$ cat src/hdl/c2u_pkg.sv
`timescale 1ns / 1ps
package c2u_pkg;

  localparam int QUEUE_DEPTH = 4;

  localparam logic [1:0] MODE_UTF8   = 2'd0;
  localparam logic [1:0] MODE_ASCII  = 2'd1;
  localparam logic [1:0] MODE_LATIN1 = 2'd2;
  localparam logic [1:0] MODE_CP1252 = 2'd3;

  localparam logic [1:0] ERR_NONE    = 2'd0;
  localparam logic [1:0] ERR_CHARSET = 2'd1;
  localparam logic [1:0] ERR_UTF8    = 2'd2;

  typedef struct packed {
    logic [7:0] in_byte;
    logic       in_last;
  } in_item_t;

  typedef struct packed {
    logic [7:0]  out_byte;
    logic        run_last;
    logic        text_done;
    logic [1:0]  error_code;
    logic [31:0] total_length;
  } out_item_t;

  // One classified source byte, waiting to be serialized.
  typedef struct packed {
    logic [2:0][7:0] bytes;
    logic [1:0]      nbytes;
    logic            last;
    logic            err;
    logic [1:0]      err_code;
    logic [31:0]     base_len;
  } q_item_t;

  // Windows-1252 upper control range; zero marks an undefined byte.
  function automatic logic [15:0] cp1252_high(input logic [4:0] idx);
    logic [15:0] cp;
    case (idx)
      5'd0:    cp = 16'h20AC;
      5'd2:    cp = 16'h201A;
      5'd3:    cp = 16'h0192;
      5'd4:    cp = 16'h201E;
      5'd5:    cp = 16'h2026;
      5'd6:    cp = 16'h2020;
      5'd7:    cp = 16'h2021;
      5'd8:    cp = 16'h02C6;
      5'd9:    cp = 16'h2030;
      5'd10:   cp = 16'h0160;
      5'd11:   cp = 16'h2039;
      5'd12:   cp = 16'h0152;
      5'd14:   cp = 16'h017D;
      5'd17:   cp = 16'h2018;
      5'd18:   cp = 16'h2019;
      5'd19:   cp = 16'h201C;
      5'd20:   cp = 16'h201D;
      5'd21:   cp = 16'h2022;
      5'd22:   cp = 16'h2013;
      5'd23:   cp = 16'h2014;
      5'd24:   cp = 16'h02DC;
      5'd25:   cp = 16'h2122;
      5'd26:   cp = 16'h0161;
      5'd27:   cp = 16'h203A;
      5'd28:   cp = 16'h0153;
      5'd30:   cp = 16'h017E;
      5'd31:   cp = 16'h0178;
      default: cp = 16'h0000;
    endcase
    return cp;
  endfunction

endpackage

$ cat src/hdl/c2u_front.sv
`timescale 1ns / 1ps
module c2u_front (
  input  logic              clk,
  input  logic              rst_n,
  input  logic [1:0]        mode,
  input  logic              accept,
  input  c2u_pkg::in_item_t in_item,
  output c2u_pkg::q_item_t  q_item
);

  localparam logic [2:0] LC_ANY  = 3'd0;
  localparam logic [2:0] LC_E0   = 3'd1;
  localparam logic [2:0] LC_ED   = 3'd2;
  localparam logic [2:0] LC_F0   = 3'd3;
  localparam logic [2:0] LC_F4   = 3'd4;

  logic        err_r, err_nxt;
  logic [1:0]  cn_r, cn_nxt;
  logic [2:0]  lc_r, lc_nxt;
  logic [31:0] cnt_r, cnt_nxt;

  logic [7:0]  b;
  logic        ok;
  logic        fail;
  logic [1:0]  cn_v;
  logic [2:0]  lc_v;
  logic [7:0]  lo, hi;
  logic [15:0] cp;
  logic [2:0][7:0] bytes;
  logic [1:0]  nb;
  logic [32:0] sum;

  assign b = in_item.in_byte;

  always_comb begin
    err_nxt = err_r;
    cn_nxt  = cn_r;
    lc_nxt  = lc_r;
    cnt_nxt = cnt_r;
    ok      = 1'b0;
    fail    = 1'b0;
    cn_v    = cn_r;
    lc_v    = lc_r;
    lo      = 8'h80;
    hi      = 8'hBF;
    cp      = {8'h00, b};
    bytes   = '0;
    nb      = 2'd1;
    sum     = '0;
    if (!err_r) begin
      if (mode == c2u_pkg::MODE_UTF8) begin
        if (cn_r == 2'd0) begin
          ok = 1'b1;
          if (b inside {[8'h00:8'h7F]}) begin
            cn_v = 2'd0;
          end else if (b inside {[8'hC2:8'hDF]}) begin
            cn_v = 2'd1; lc_v = LC_ANY;
          end else if (b == 8'hE0) begin
            cn_v = 2'd2; lc_v = LC_E0;
          end else if (b == 8'hED) begin
            cn_v = 2'd2; lc_v = LC_ED;
          end else if (b inside {[8'hE1:8'hEF]}) begin
            cn_v = 2'd2; lc_v = LC_ANY;
          end else if (b == 8'hF0) begin
            cn_v = 2'd3; lc_v = LC_F0;
          end else if (b == 8'hF4) begin
            cn_v = 2'd3; lc_v = LC_F4;
          end else if (b inside {[8'hF1:8'hF3]}) begin
            cn_v = 2'd3; lc_v = LC_ANY;
          end else begin
            ok = 1'b0;
          end
        end else begin
          case (lc_r)
            LC_E0:   lo = 8'hA0;
            LC_ED:   hi = 8'h9F;
            LC_F0:   lo = 8'h90;
            LC_F4:   hi = 8'h8F;
            default: ;
          endcase
          ok = (b >= lo) && (b <= hi);
          cn_v = cn_r - 2'd1;
          lc_v = LC_ANY;
        end
        if (ok) begin
          cn_nxt = cn_v;
          lc_nxt = lc_v;
        end
        fail = !ok || (in_item.in_last && cn_v != 2'd0);
        bytes[0] = b;
      end else begin
        if (mode == c2u_pkg::MODE_ASCII && b[7]) begin
          fail = 1'b1;
        end else if (mode == c2u_pkg::MODE_CP1252 && b inside {[8'h80:8'h9F]}) begin
          cp = c2u_pkg::cp1252_high(b[4:0]);
          fail = (cp == 16'h0000);
        end
        if (cp < 16'h0080) begin
          bytes[0] = cp[7:0];
        end else if (cp < 16'h0800) begin
          bytes[0] = {3'b110, cp[10:6]};
          bytes[1] = {2'b10, cp[5:0]};
          nb = 2'd2;
        end else begin
          bytes[0] = {4'b1110, cp[15:12]};
          bytes[1] = {2'b10, cp[11:6]};
          bytes[2] = {2'b10, cp[5:0]};
          nb = 2'd3;
        end
      end
      if (fail) begin
        err_nxt = 1'b1;
      end
    end
    if (!err_nxt) begin
      sum = {1'b0, cnt_r} + {31'd0, nb};
      cnt_nxt = sum[32] ? 32'hFFFF_FFFF : sum[31:0];
    end
    q_item.bytes    = bytes;
    q_item.nbytes   = nb;
    q_item.last     = in_item.in_last;
    q_item.err      = err_nxt;
    q_item.err_code = (mode == c2u_pkg::MODE_UTF8) ? c2u_pkg::ERR_UTF8 : c2u_pkg::ERR_CHARSET;
    q_item.base_len = cnt_r;
    if (in_item.in_last) begin
      err_nxt = 1'b0;
      cn_nxt  = 2'd0;
      lc_nxt  = LC_ANY;
      cnt_nxt = '0;
    end
  end

  always_ff @(posedge clk) begin
    if (!rst_n) begin
      err_r <= 1'b0;
      cn_r  <= 2'd0;
      lc_r  <= LC_ANY;
      cnt_r <= '0;
    end else if (accept) begin
      err_r <= err_nxt;
      cn_r  <= cn_nxt;
      lc_r  <= lc_nxt;
      cnt_r <= cnt_nxt;
    end
  end

endmodule

$ cat src/hdl/c2u_queue.sv
`timescale 1ns / 1ps
module c2u_queue #(
  parameter int DEPTH = c2u_pkg::QUEUE_DEPTH
) (
  input  logic             clk,
  input  logic             rst_n,
  input  logic             wr,
  input  c2u_pkg::q_item_t wr_item,
  output logic             full,
  input  logic             rd,
  output c2u_pkg::q_item_t rd_item,
  output logic             empty
);

  localparam int AW = (DEPTH > 1) ? $clog2(DEPTH) : 1;
  localparam int CW = $clog2(DEPTH + 1);
  localparam logic [AW-1:0] LAST_IDX = AW'(DEPTH - 1);
  localparam logic [CW-1:0] FULL_CNT = CW'(DEPTH);

  c2u_pkg::q_item_t mem [DEPTH];
  logic [AW-1:0] wp_r, wp_nxt, rp_r, rp_nxt;
  logic [CW-1:0] cnt_r, cnt_nxt;

  assign full    = (cnt_r == FULL_CNT);
  assign empty   = (cnt_r == '0);
  assign rd_item = mem[rp_r];

  always_comb begin
    wp_nxt  = wp_r;
    rp_nxt  = rp_r;
    cnt_nxt = cnt_r;
    if (wr) begin
      wp_nxt = (wp_r == LAST_IDX) ? '0 : wp_r + 1'b1;
    end
    if (rd) begin
      rp_nxt = (rp_r == LAST_IDX) ? '0 : rp_r + 1'b1;
    end
    if (wr && !rd) begin
      cnt_nxt = cnt_r + 1'b1;
    end else if (rd && !wr) begin
      cnt_nxt = cnt_r - 1'b1;
    end
  end

  always_ff @(posedge clk) begin
    if (wr) begin
      mem[wp_r] <= wr_item;
    end
  end

  always_ff @(posedge clk) begin
    if (!rst_n) begin
      wp_r  <= '0;
      rp_r  <= '0;
      cnt_r <= '0;
    end else begin
      wp_r  <= wp_nxt;
      rp_r  <= rp_nxt;
      cnt_r <= cnt_nxt;
    end
  end

endmodule

$ cat src/hdl/c2u_back.sv
`timescale 1ns / 1ps
module c2u_back (
  input  logic               clk,
  input  logic               rst_n,
  input  logic               q_empty,
  input  c2u_pkg::q_item_t   q_item,
  output logic               q_rd,
  output logic               empty,
  input  logic               pop,
  output c2u_pkg::out_item_t out_item
);

  logic               valid_r, valid_nxt;
  c2u_pkg::out_item_t item_r, item_nxt;
  logic [1:0]         idx_r, idx_nxt;
  logic               load;
  logic               fin;
  logic [32:0]        sum;

  assign empty    = !valid_r;
  assign out_item = item_r;
  assign load     = !q_empty && (!valid_r || pop);
  assign fin      = q_item.err || (idx_r == q_item.nbytes - 2'd1);
  assign q_rd     = load && fin;

  always_comb begin
    sum       = {1'b0, q_item.base_len} + {31'd0, idx_r} + 33'd1;
    item_nxt  = item_r;
    idx_nxt   = idx_r;
    valid_nxt = valid_r;
    if (load) begin
      valid_nxt          = 1'b1;
      item_nxt.run_last  = fin;
      item_nxt.text_done = fin && q_item.last;
      idx_nxt            = fin ? 2'd0 : idx_r + 2'd1;
      if (q_item.err) begin
        item_nxt.out_byte     = 8'h00;
        item_nxt.error_code   = q_item.err_code;
        item_nxt.total_length = q_item.base_len;
      end else begin
        item_nxt.out_byte     = q_item.bytes[idx_r];
        item_nxt.error_code   = c2u_pkg::ERR_NONE;
        item_nxt.total_length = sum[32] ? 32'hFFFF_FFFF : sum[31:0];
      end
    end else if (pop) begin
      valid_nxt = 1'b0;
    end
  end

  always_ff @(posedge clk) begin
    item_r <= item_nxt;
    if (!rst_n) begin
      valid_r <= 1'b0;
      idx_r   <= 2'd0;
    end else begin
      valid_r <= valid_nxt;
      idx_r   <= idx_nxt;
    end
  end

endmodule

$ cat src/hdl/charset_to_utf8_converter.sv
`timescale 1ns / 1ps
// Source-text to UTF-8 transcoder. Source bytes are pushed one per clock and
// classified at once by the front end (UTF-8 check, ASCII, Latin-1 or
// Windows-1252 mapping), then queued, QDEPTH items deep, for the back end,
// which sends the resulting UTF-8 bytes through an output register at one
// byte per clock while the output is popped. An input byte thus yields one to
// three output bytes: one for ASCII text, errors and UTF-8 pass-through, two
// for Latin-1 above 0x7F, up to three for Windows-1252 punctuation. A pushed
// byte passes through a queue entry and then the output register before it
// is shown. The output byte rate of the back end sets the sustained
// throughput; push stalls only when the queue is full. cfg_charset_mode is
// always ready and must be written while the block is idle.
module charset_to_utf8_converter #(
  parameter int QDEPTH = c2u_pkg::QUEUE_DEPTH
) (
  input  logic               clk,
  input  logic               rst_n,
  input  logic               push,
  output logic               full,
  input  c2u_pkg::in_item_t  in_item,
  output logic               empty,
  input  logic               pop,
  output c2u_pkg::out_item_t out_item,
  input  logic               cfg_valid,
  output logic               cfg_ready,
  input  logic [1:0]         cfg_charset_mode
);

  logic [1:0]       mode_q_r;
  logic             accept;
  c2u_pkg::q_item_t f_item;
  c2u_pkg::q_item_t h_item;
  logic             q_rd;
  logic             q_empty;

  assign cfg_ready = 1'b1;
  assign accept    = push && !full;

  always_ff @(posedge clk) begin
    if (!rst_n) begin
      mode_q_r <= c2u_pkg::MODE_UTF8;
    end else if (cfg_valid && cfg_ready) begin
      mode_q_r <= cfg_charset_mode;
    end
  end

  c2u_front u_front (
    .clk     (clk),
    .rst_n   (rst_n),
    .mode    (mode_q_r),
    .accept  (accept),
    .in_item (in_item),
    .q_item  (f_item)
  );

  c2u_queue #(
    .DEPTH (QDEPTH)
  ) u_queue (
    .clk     (clk),
    .rst_n   (rst_n),
    .wr      (accept),
    .wr_item (f_item),
    .full    (full),
    .rd      (q_rd),
    .rd_item (h_item),
    .empty   (q_empty)
  );

  c2u_back u_back (
    .clk      (clk),
    .rst_n    (rst_n),
    .q_empty  (q_empty),
    .q_item   (h_item),
    .q_rd     (q_rd),
    .empty    (empty),
    .pop      (pop),
    .out_item (out_item)
  );

endmodule

$ cat config.mk
export PLATFORM = sky130hd
export DESIGN_NAME = charset_to_utf8_converter
export DESIGN_NICKNAME = d
export VERILOG_FILES = /design/src/hdl/c2u_pkg.sv /design/src/hdl/c2u_front.sv /design/src/hdl/c2u_queue.sv /design/src/hdl/c2u_back.sv /design/src/hdl/charset_to_utf8_converter.sv
export SDC_FILE = /design/constraint.sdc
export NUM_CORES = 1
export LEC_CHECK = 0
export BUFFER_PORTS_ARGS = -buffer_cell sky130_fd_sc_hd__buf_2
export CAP_MARGIN = 20
export CORE_MARGIN = 4
export CORE_UTILIZATION = 53
export CTS_CLUSTER_DIAMETER = 40
export DETAILED_ROUTE_END_ITERATION = 8
export GPL_TIMING_DRIVEN = 1
export PLACE_DENSITY = 0.73
export SYNTH_ARGS = -nofsm -noshare
export SYNTH_HDL_FRONTEND = slang
export SYNTH_SLANG_ARGS = --single-unit
$ cat constraint.sdc
create_clock -name clk -period 5.4 [get_ports clk]
set_input_delay 0 -clock clk [delete_from_list [all_inputs] [get_ports clk]]
set_output_delay 0 -clock clk [all_outputs]
set_load 0.02 [all_outputs]
Word-level counts from Yosys, hierarchy flattened
Memory sizes are Yosys's and may differ from the RTL's. A register that Yosys moved wholly into a read port is not among the register bits.
Index checks and enable logic that the tools add are counted.
{ "op_classes": {"add_sub_neg": 10, "mul": 0, "n_div": 0, "order_cmp": 15, "n_eq_ne": 18, "shifts": 0, "mux": 92, "bitwise_logic": 0, "reduce_logical": 36} }
{ "ops": {"columns": ["cell", "count"], "rows": [
  ["16-bit 2-to-1 mux", 10],
  ["32-bit 2-to-1 mux", 5],
  ["8-bit 2-to-1 mux", 10],
  ["32-bit by 2-bit adder with 33-bit output", 2],
  ["2-bit 2-to-1 mux", 24],
  ["3-bit 2-to-1 mux", 15],
  ["33-bit by 1-bit adder with 33-bit output, second input constant", 1],
  ["8-bit == test, second input constant", 4],
  ["8-bit greater-or-equal comparator, second input constant", 4],
  ["8-bit <= comparator, second input constant", 4],
  ["24-bit 2-to-1 mux", 1],
  ["6-bit one-hot mux with 2 select lines", 2],
  ["1-bit 2-to-1 mux", 23],
  ["8-bit binary-select mux with 2-bit select", 1],
  ["16-bit logical NOT", 1],
  ["16-bit by 12-bit < comparator with 1-bit output, second input constant", 1],
  ["16-bit by 8-bit < comparator with 1-bit output, second input constant", 1],
  ["1-bit logical AND", 15],
  ["14-bit 2-to-1 mux", 1],
  ["2-bit nonzero test", 5],
  ["9-bit inequality test, second input constant", 1],
  ["8-bit by 1-bit greater-or-equal comparator with 1-bit output, second input constant", 1],
  ["8-bit greater-or-equal comparator", 1],
  ["8-bit by 7-bit <= comparator with 1-bit output, second input constant", 1],
  ["21 further kinds", 37]
]} }
{ "word_totals": {"register_bits": 94, "latch_bits": 0, "mem_bits_rw": 248, "mem_bits_ro": 352, "output_inout_bits": 47, "wordCells": 188, "n_memories": 2} }
{ "mem_list": {"columns": ["name", "words", "width", "rd", "rd_clocked_by_memory_dff", "wr", "line", "text"], "rows": [
  ["(name not given)", 32, 11, 1, 0, 0, "c2u_pkg.sv:41", "case (idx)"],
  ["u_queue.mem", 4, 62, 1, 1, 1, "c2u_queue.sv:20", "c2u_pkg::q_item_t mem [DEPTH];"]
]} }

Logic depth before layout (Yosys ltp)
Gate-level depths: netlist of the first run.
{ "depth": {"ltp_word": 22, "mapped_depth": 26} }

By module
A second synthesis of the first run with hierarchy kept.
{ "unflattened": {"hier_cells": 1135, "hier_area_um2": 15778.9} }
{ "by_module_without_submodules": {"columns": ["mod", "n_inst", "cells_each", "area_per_inst_um2", "seq_area_each_um2"], "rows": [
  ["c2u_queue", 1, 368, 9474.1, 7627.3],
  ["c2u_front", 1, 477, 3413.3, 760.7],
  ["c2u_back", 1, 281, 2801.4, 1381.3],
  ["charset_to_utf8_converter", 1, 9, 90.1, 40.0]
]} }

Worst setup path before layout of the first run
Ideal clock, no wire load.
{ "synth_path": {"path_type": "in2reg", "from": "input in_item[1] (netlist bit)", "to": "register u_front.cnt_r[29]", "arrival_ns": 4.367, "setup_slack_ns": 0.962, "cell_stages": 25, "n_path_buf": 7, "path_cell_list": "clkbuf_1 -> inv_1 -> ha_1 -> buf_2 -> nor3_1 -> o21a_1 -> or3_1 -> buf_2 -> nand2_2 -> nor2_2 -> or3_1 -> buf_2 -> inv_1 -> nand2_1 -> ha_1 -> inv_1 -> fa_1 -> nand4b_1 -> or4_1 -> buf_2 -> or3_1 -> buf_2 -> buf_6 -> a31o_1 -> a21oi_1"} }
{ "synth_lines": {"columns": ["item", "line", "text"], "rows": [
  ["from (decl)", "charset_to_utf8_converter.sv:20", "input c2u_pkg::in_item_t in_item,"],
  ["to (signal assigned)", "c2u_front.sv:143", "cnt_r <= cnt_nxt;"],
  ["to (decl)", "c2u_front.sv:20", "logic [31:0] cnt_r, cnt_nxt;"]
]} }

==> results of run 1 <==
-- cell type report --
| class | instances | share of cell area |
|---|---|---|
| Clock inverter | 29 | 0.0196 |
| Sequential cell | 332 | 0.545 |
| Inverter | 31 | 0.00670 |
| Tap cell | 378 | 0.0272 |
| Multi-Input combinational cell | 689 | 0.309 |
| Timing Repair Buffer | 84 | 0.0297 |
| Clock buffer | 49 | 0.0626 |
-- routing by layer --
| metal | up-vias | wire length, um | GRT usage | part of all wire |
|---|---|---|---|---|
| li1 | 4438 | - | - | - |
| met5 | - | 0 | 0 | 0 |
| met2 | 500 | 15600 | 0.339 | 0.47 |
| met4 | 0 | 704 | 0.0587 | 0.021 |
| met3 | 67 | 2520 | 0.0294 | 0.076 |
| met1 | 4901 | 14300 | 0.317 | 0.43 |
-- logic make-up (layout without fill, tap and decap cells) --
family,after synthesis,after routing,share of synthesized area
compound gates,179,179,0.0868
xor+xnor,30,30,0.0172
fa+ha+maj,24,24,0.0212
buf+inv,88,193,0.0279
flops,332,332,0.620
mux,73,73,0.0974
other cells,1,1,0.000246
simple gates,382,382,0.129
-- cells in the final DEF, fill, tap and decap left out, types with 9 or more instances in the layout --
cell,instances
a31oi_1,16
xnor2_1,13
xor2_1,17
nor2b_1,15
nor3_1,19
inv_1,28
or3_1,12
buf_2,61
inv_6,9
ha_1,21
and3_1,18
o21ai_0,18
nand2b_1,13
nor2_1,67
nand4_1,12
dfxtp_1,50
o211ai_1,10
clkbuf_16,42
mux2i_1,11
mux4_2,60
nand2_1,120
and2_1,17
a21oi_1,49
edfxtp_1,280
nand3_1,33
buf_4,15
-- worst min-delay path: stages --
cell      delay, ns
buf_2          0.16
a41oi_1        0.17
or4_1          0.12
a21boi_1       0.05
-- metrics by stage --
step	setup slack [ns]	cells	power [uW]	hold slack [ns]
2_1_floorplan	0.962	1109	4810	0.0989
3_3_place_gp	0.531	1506	5270	0.261
3_5_place_dp	0.401	1506	5320	0.270
4_1_cts	0.604	1591	8100	0.00896
5_1_grt	0.154	1592	8430	0.0555
6_report	0.528	1592	8050	0.0219
-- where the power goes --
part / switching, uW / internal (uW) / leakage, uW
Sequential: 169 / 3270 / 0.00302
Clock: 1100 / 1680 / 0.000685
Combinational: 1120 / 713 / 0.00226
-- Yosys cell counts, types with 5 or more instances --
cell type / count
edfxtp_1: 280
nand2_1: 120
nor2_1: 67
mux4_2: 60
dfxtp_1: 52
a21oi_1: 49
nand3_1: 33
inv_1: 29
buf_2: 22
and2_1: 21
clkbuf_1: 21
ha_1: 21
nor3_1: 19
and3_1: 18
o21ai_0: 18
xor2_1: 17
a31oi_1: 16
nor2b_1: 15
nand2b_1: 13
xnor2_1: 13
nand4_1: 12
or3_1: 12
mux2i_1: 11
o211ai_1: 10
a211oi_1: 8
or2_2: 8
a311oi_1: 7
and4_1: 6
nor3b_1: 6
nor4_1: 6
a21boi_0: 5
buf_4: 5
buf_6: 5
o221a_1: 5
-- sequential cells by signal, summed over array words and instances, names as in the netlist, named ones only --
signal           cells
u_queue.rp_r         2
u_front.err_r        1
u_queue.cnt_r        3
u_back.out_item     44
u_front.cnt_r       32
u_back.valid_r       1
u_queue.wp_r         2
u_front.lc_r         3
u_back.idx_r         2
u_front.cn_r         2
u_queue.mem        236
mode_q_r             2
-- final timing paths --
kind / cells past startpoint / slack (ns) / end / from
worst min-delay path: 4 / 0.02 / u_front.cn_r[0] / in_item[8]
worst max register to register: 15 / 0.54 / u_front.cnt_r[5] / mode_q_r[1]
worst max-delay path: 21 / 0.53 / u_front.cnt_r[5] / in_item[3]
worst min register to register: 2 / 0.48 / u_back.valid_r / u_back.valid_r
==> impl_metrics.json, run 1 <==
{
  "fmax_mhz": 205,
  "wl_um": 33200,
  "clock_skew_ns": 0.0301,
  "grt_pass1_wl_um": 53700,
  "initial_core_util": 0.543,
  "gp_congestion": 0.908,
  "setup_viol": 0,
  "rsz0062_at_grt": "no",
  "design_area_um2": 17400,
  "clkTransAtPathRegs_ns": 0.06,
  "critPathMaxFanout": 16,
  "ant_nets": 0,
  "track_usage": 0.215,
  "grt_antenna_before_repair": 0,
  "hold_viol_final": 0,
  "io_buffers": 61,
  "critPathArrivalTime_ns": 5.32,
  "fp.dieH_um": 178,
  "die_x_um": 178,
  "clkSinkCount": 332,
  "dpl-instance-area_um2": 15800,
  "h-tree-depth": 2,
  "cellLeakagePower_uw": 0.00596,
  "n_antenna_cell": 0,
  "synth_area_per_cell_um2": 13.7,
  "synth-edff-count": 280,
  "syn2layout_area_growth_pct": 13.9,
  "grt_max_degree": 60,
  "via_per_inst": 6.22,
  "die_area_um2": 31500,
  "rows": 61,
  "cts_tree": "done",
  "vias": 9906,
  "drtIter0Drc": 1035,
  "irDropWorstVdd_mv": 0.352,
  "drv_slew": 0,
  "critPathBufInv": 6,
  "grt_pass1_vias": 9790,
  "cp-start-kind": "input pin",
  "cp_cell_sequence": "dlygate4sd3_1 > buf_2 > buf_4 > nand2b_1 > o211ai_1 > a21oi_1 > a21oi_2 > nor2_2 > or3_1 > inv_1 > nand2_1 > ha_1 > inv_1 > fa_1 > nand4b_1 > or4_1 > or3_1 > buf_4 > o21ai_0 > a21oi_1 > a311oi_1",
  "insertion_delay_ns": 0.54,
  "core_region_area_um2": 28100,
  "seqCellArea_um2": 9450,
  "cts.path.max_buffers": 3,
  "seq_area_frac_synth": 0.620,
  "wire_per_inst_um": 20.8,
  "p_per_area_nw_per_um2": 464,
  "synth-seq-cells": 332,
  "slowest_delay_ns": 0.67,
  "cts_buffers": 42,
  "post-route-util": 0.618,
  "cts_resized": 0,
  "drive_gt1_frac": 0.204,
  "postSynth.asyncResetShare": 0,
  "post-route-drc-count": 0,
  "tns_ns": 0,
  "period_share": 0.902,
  "nNetsFinal": 1220,
  "synthesis.nets": 1149,
  "cp-end-kind": "register",
  "yosysWarnings": 0,
  "firstDrtPassIters": 7,
  "yosys-top-cells-area": "edfxtp_1 55%, mux4_2 8.9%, dfxtp_1 6.8%",
  "cpMaxStageDelayCell": "or4_1",
  "tightest_slew_ns": 1.03,
  "yosysTopAreaCell": "edfxtp_1",
  "synth_top_area_frac": 0.552,
  "cts_root_buf": "clkbuf_16",
  "fill_cells": 2125,
  "post_cts_buffers": 0,
  "cp_top_family": "simple AND/OR/NAND/NOR gates",
  "synthCells": 1109,
  "gr-total-overflow": 0,
  "holdBufCountCts": 7,
  "max_slew_margin": 0.313,
  "synth_ff_type": "edfxtp_1",
  "maxCapViolCount": 0,
  "status": "finished clean",
  "synth.distinct_cells": 89,
  "path_class": "input pin to register",
  "period_needed_ns": 4.87,
  "worstHoldPathType": "input pin to register",
  "synth_area_um2": 15200,
  "ios": 63,
  "multi_input_area_um2": 5370,
  "cp.required_ns": 5.84,
  "hpwl_um": 20500
}
Note: power is estimated with default switching activity, not from simulation.
==> inputs of run 2 (changes only) <==
--- a/config.mk
+++ b/config.mk
@@ -12,7 +12,7 @@
 export CTS_CLUSTER_DIAMETER = 40
 export DETAILED_ROUTE_END_ITERATION = 8
 export GPL_TIMING_DRIVEN = 1
-export PLACE_DENSITY = 0.73
+export PLACE_DENSITY_LB_ADDON = 0.12
 export SYNTH_ARGS = -nofsm -noshare
 export SYNTH_HDL_FRONTEND = slang
 export SYNTH_SLANG_ARGS = --single-unit
==> run 2 against run 1 <==
  * Clock skew decreased by 0.011 ns
  * First-iteration DRC count decreased by 26%
  * Clock power increased by 4%
  * Sequential power about the same
  * Global-route usage about the same
  * Non-clock buffer count increased by 5
  * Critical path depth decreased by 6
  * Flip-flop and latch count unchanged
  * Final cell count increased by 0.57%
  * Register-to-register slack got worse by 0.02 ns
  * Sequential share of layout area decreased by 0.36 points
  * Hold slack improved by 0.010 ns
  * Critical endpoint is now u_front.cnt_r[25]
==> impl_metrics.json, run 2 (synthesized netlist as in run 1, its figures left out) <==
{
  "gr-total-overflow": 0,
  "gp_congestion": 0.878,
  "core_region_area_um2": 28100,
  "rows": 61,
  "wl_um": 32800,
  "die_x_um": 178,
  "post-route-drc-count": 0,
  "firstDrtPassIters": 5,
  "period_needed_ns": 4.88,
  "dpl.cell_count": 1510,
  "layout_common_cells": "280 x edfxtp_1, 120 x nand2_1, 67 x nor2_1, 61 x buf_2, 60 x mux4_2",
  "n_antenna_cell": 0,
  "hold_viol_final": 0,
  "io_buffers": 61,
  "fp.dieH_um": 178,
  "cp.required_ns": 5.86,
  "clkSinkCount": 332,
  "clkTransAtPathRegs_ns": 0.05,
  "via_per_inst": 5.97,
  "drive_gt1_frac": 0.207,
  "cts_root_buf": "clkbuf_16",
  "max_slew_margin": 0.346,
  "stdcell_count": 1601,
  "syn2layout_area_growth_pct": 14.6,
  "clock_skew_ns": 0.0194,
  "die_area_um2": 31500,
  "path_class": "register to register",
  "vias": 9556,
  "cts.path.max_buffers": 3,
  "grt_antenna_before_repair": 0,
  "fmax_mhz": 205,
  "critPathMaxFanout": 14,
  "layout_commonest_cell": "edfxtp_1",
  "cellLeakagePower_uw": 0.00602,
  "p_per_area_nw_per_um2": 468,
  "grt_max_degree": 60,
  "cp-end-kind": "register",
  "cts_buffers": 44,
  "h-tree-depth": 2,
  "period_share": 0.905,
  "tns_ns": 0,
  "ant_nets": 0,
  "irDropWorstVdd_mv": 0.265,
  "drtIter0Drc": 763,
  "cp-start-kind": "register",
  "cts_tree": "done",
  "grt_pass1_vias": 9434,
  "drv_slew": 0,
  "largest_register": "u_queue.mem",
  "hpwl_um": 20700,
  "rsz0062_at_grt": "no",
  "tightest_slew_ns": 0.981,
  "insertion_delay_ns": 0.54,
  "nNetsFinal": 1227,
  "startpoint": "mode_q_r[1]",
  "grt_pass1_wl_um": 53300,
  "r2r_setup_slack_ns": 0.52,
  "status": "finished clean",
  "r2r_start": "mode_q_r[1]",
  "wire_per_inst_um": 20.5,
  "largest_register_ffs": 236,
  "critPathArrivalTime_ns": 5.34,
  "track_usage": 0.215,
  "maxCapViolCount": 0,
  "hold_slack_ns": 0.0321,
  "initial_core_util": 0.543,
  "post_cts_buffers": 0,
  "worstHoldPathType": "input pin to register",
  "fill_cells": 2152,
  "ios": 63,
  "setup_viol": 0,
  "hold_path.startpoint": "in_item[8]"
}
run 2: cell count changes in the layout (fill, tap and decap cells not counted), sizes merged:
cell	before	now
buf	77	82
clkinv	13	14
inv	39	33
clkbuf	49	58
run 2: stage by stage:
stage                     worst slack [ns]  utilization  instance area [um2]  power [uW]
after floorplan                      0.962            -                15200        4810
after detailed placement             0.410        0.565                15900        5320
final                                0.515        0.622                17500        8170
after global routing                 0.182        0.622                17500        8580
after CTS                            0.556        0.621                17400        8240
after global placement               0.539        0.565                15900        5300
run 2: final cells by class:
class,instances,area (um2),area share
Tap cell,378,473,0.0271
Clock buffer,58,1220,0.0696
Sequential cell,332,9450,0.541
Clock inverter,24,288,0.0165
Multi-Input combinational cell,689,5370,0.307
Inverter,31,116,0.00666
Timing Repair Buffer,89,553,0.0317
run 2: repair_timing:
item	CTS	global route
hold buffers	7	0
endpoints found under the setup margin	0	0
resized for setup	0	0
hold endpoints to repair	9	0
run 2: worst paths after layout:
check | end | cells past startpoint
worst max-delay path | u_front.cnt_r[25] | 15
worst min-delay path | u_front.cn_r[0] | 4
worst max register to register | u_front.cnt_r[25] | 15
worst min register to register | u_back.valid_r | 2
run 2: report_power, final:
| group | switching (uW) | internal (uW) |
|---|---|---|
| clock network | 1090 | 1800 |
| registers | 148 | 3260 |
| logic | 1130 | 729 |
| total | 2380 | 5790 |
run 2: routing by layer:
metal  part of all wire  track usage  vias up
li1                   -            -     4454
met1               0.46        0.330     4749
met2               0.46        0.327      312
met3              0.066       0.0381       41
met4              0.013       0.0425        0
met5                  0            0        -
run 2: worst max-delay path, stage by stage (launching register included):
cell,delay (ns)
dfxtp_1,0.46
and4bb_1,0.26
nand2_2,0.15
or3_1,0.52
nand2_2,0.14
nor2_2,0.08
or3_1,0.37
buf_4,0.19
fa_1,0.49
nand4b_1,0.27
or4_1,0.70
or3_1,0.53
buf_4,0.24
a41oi_1,0.19
o211ai_1,0.10
o21ai_0,0.12
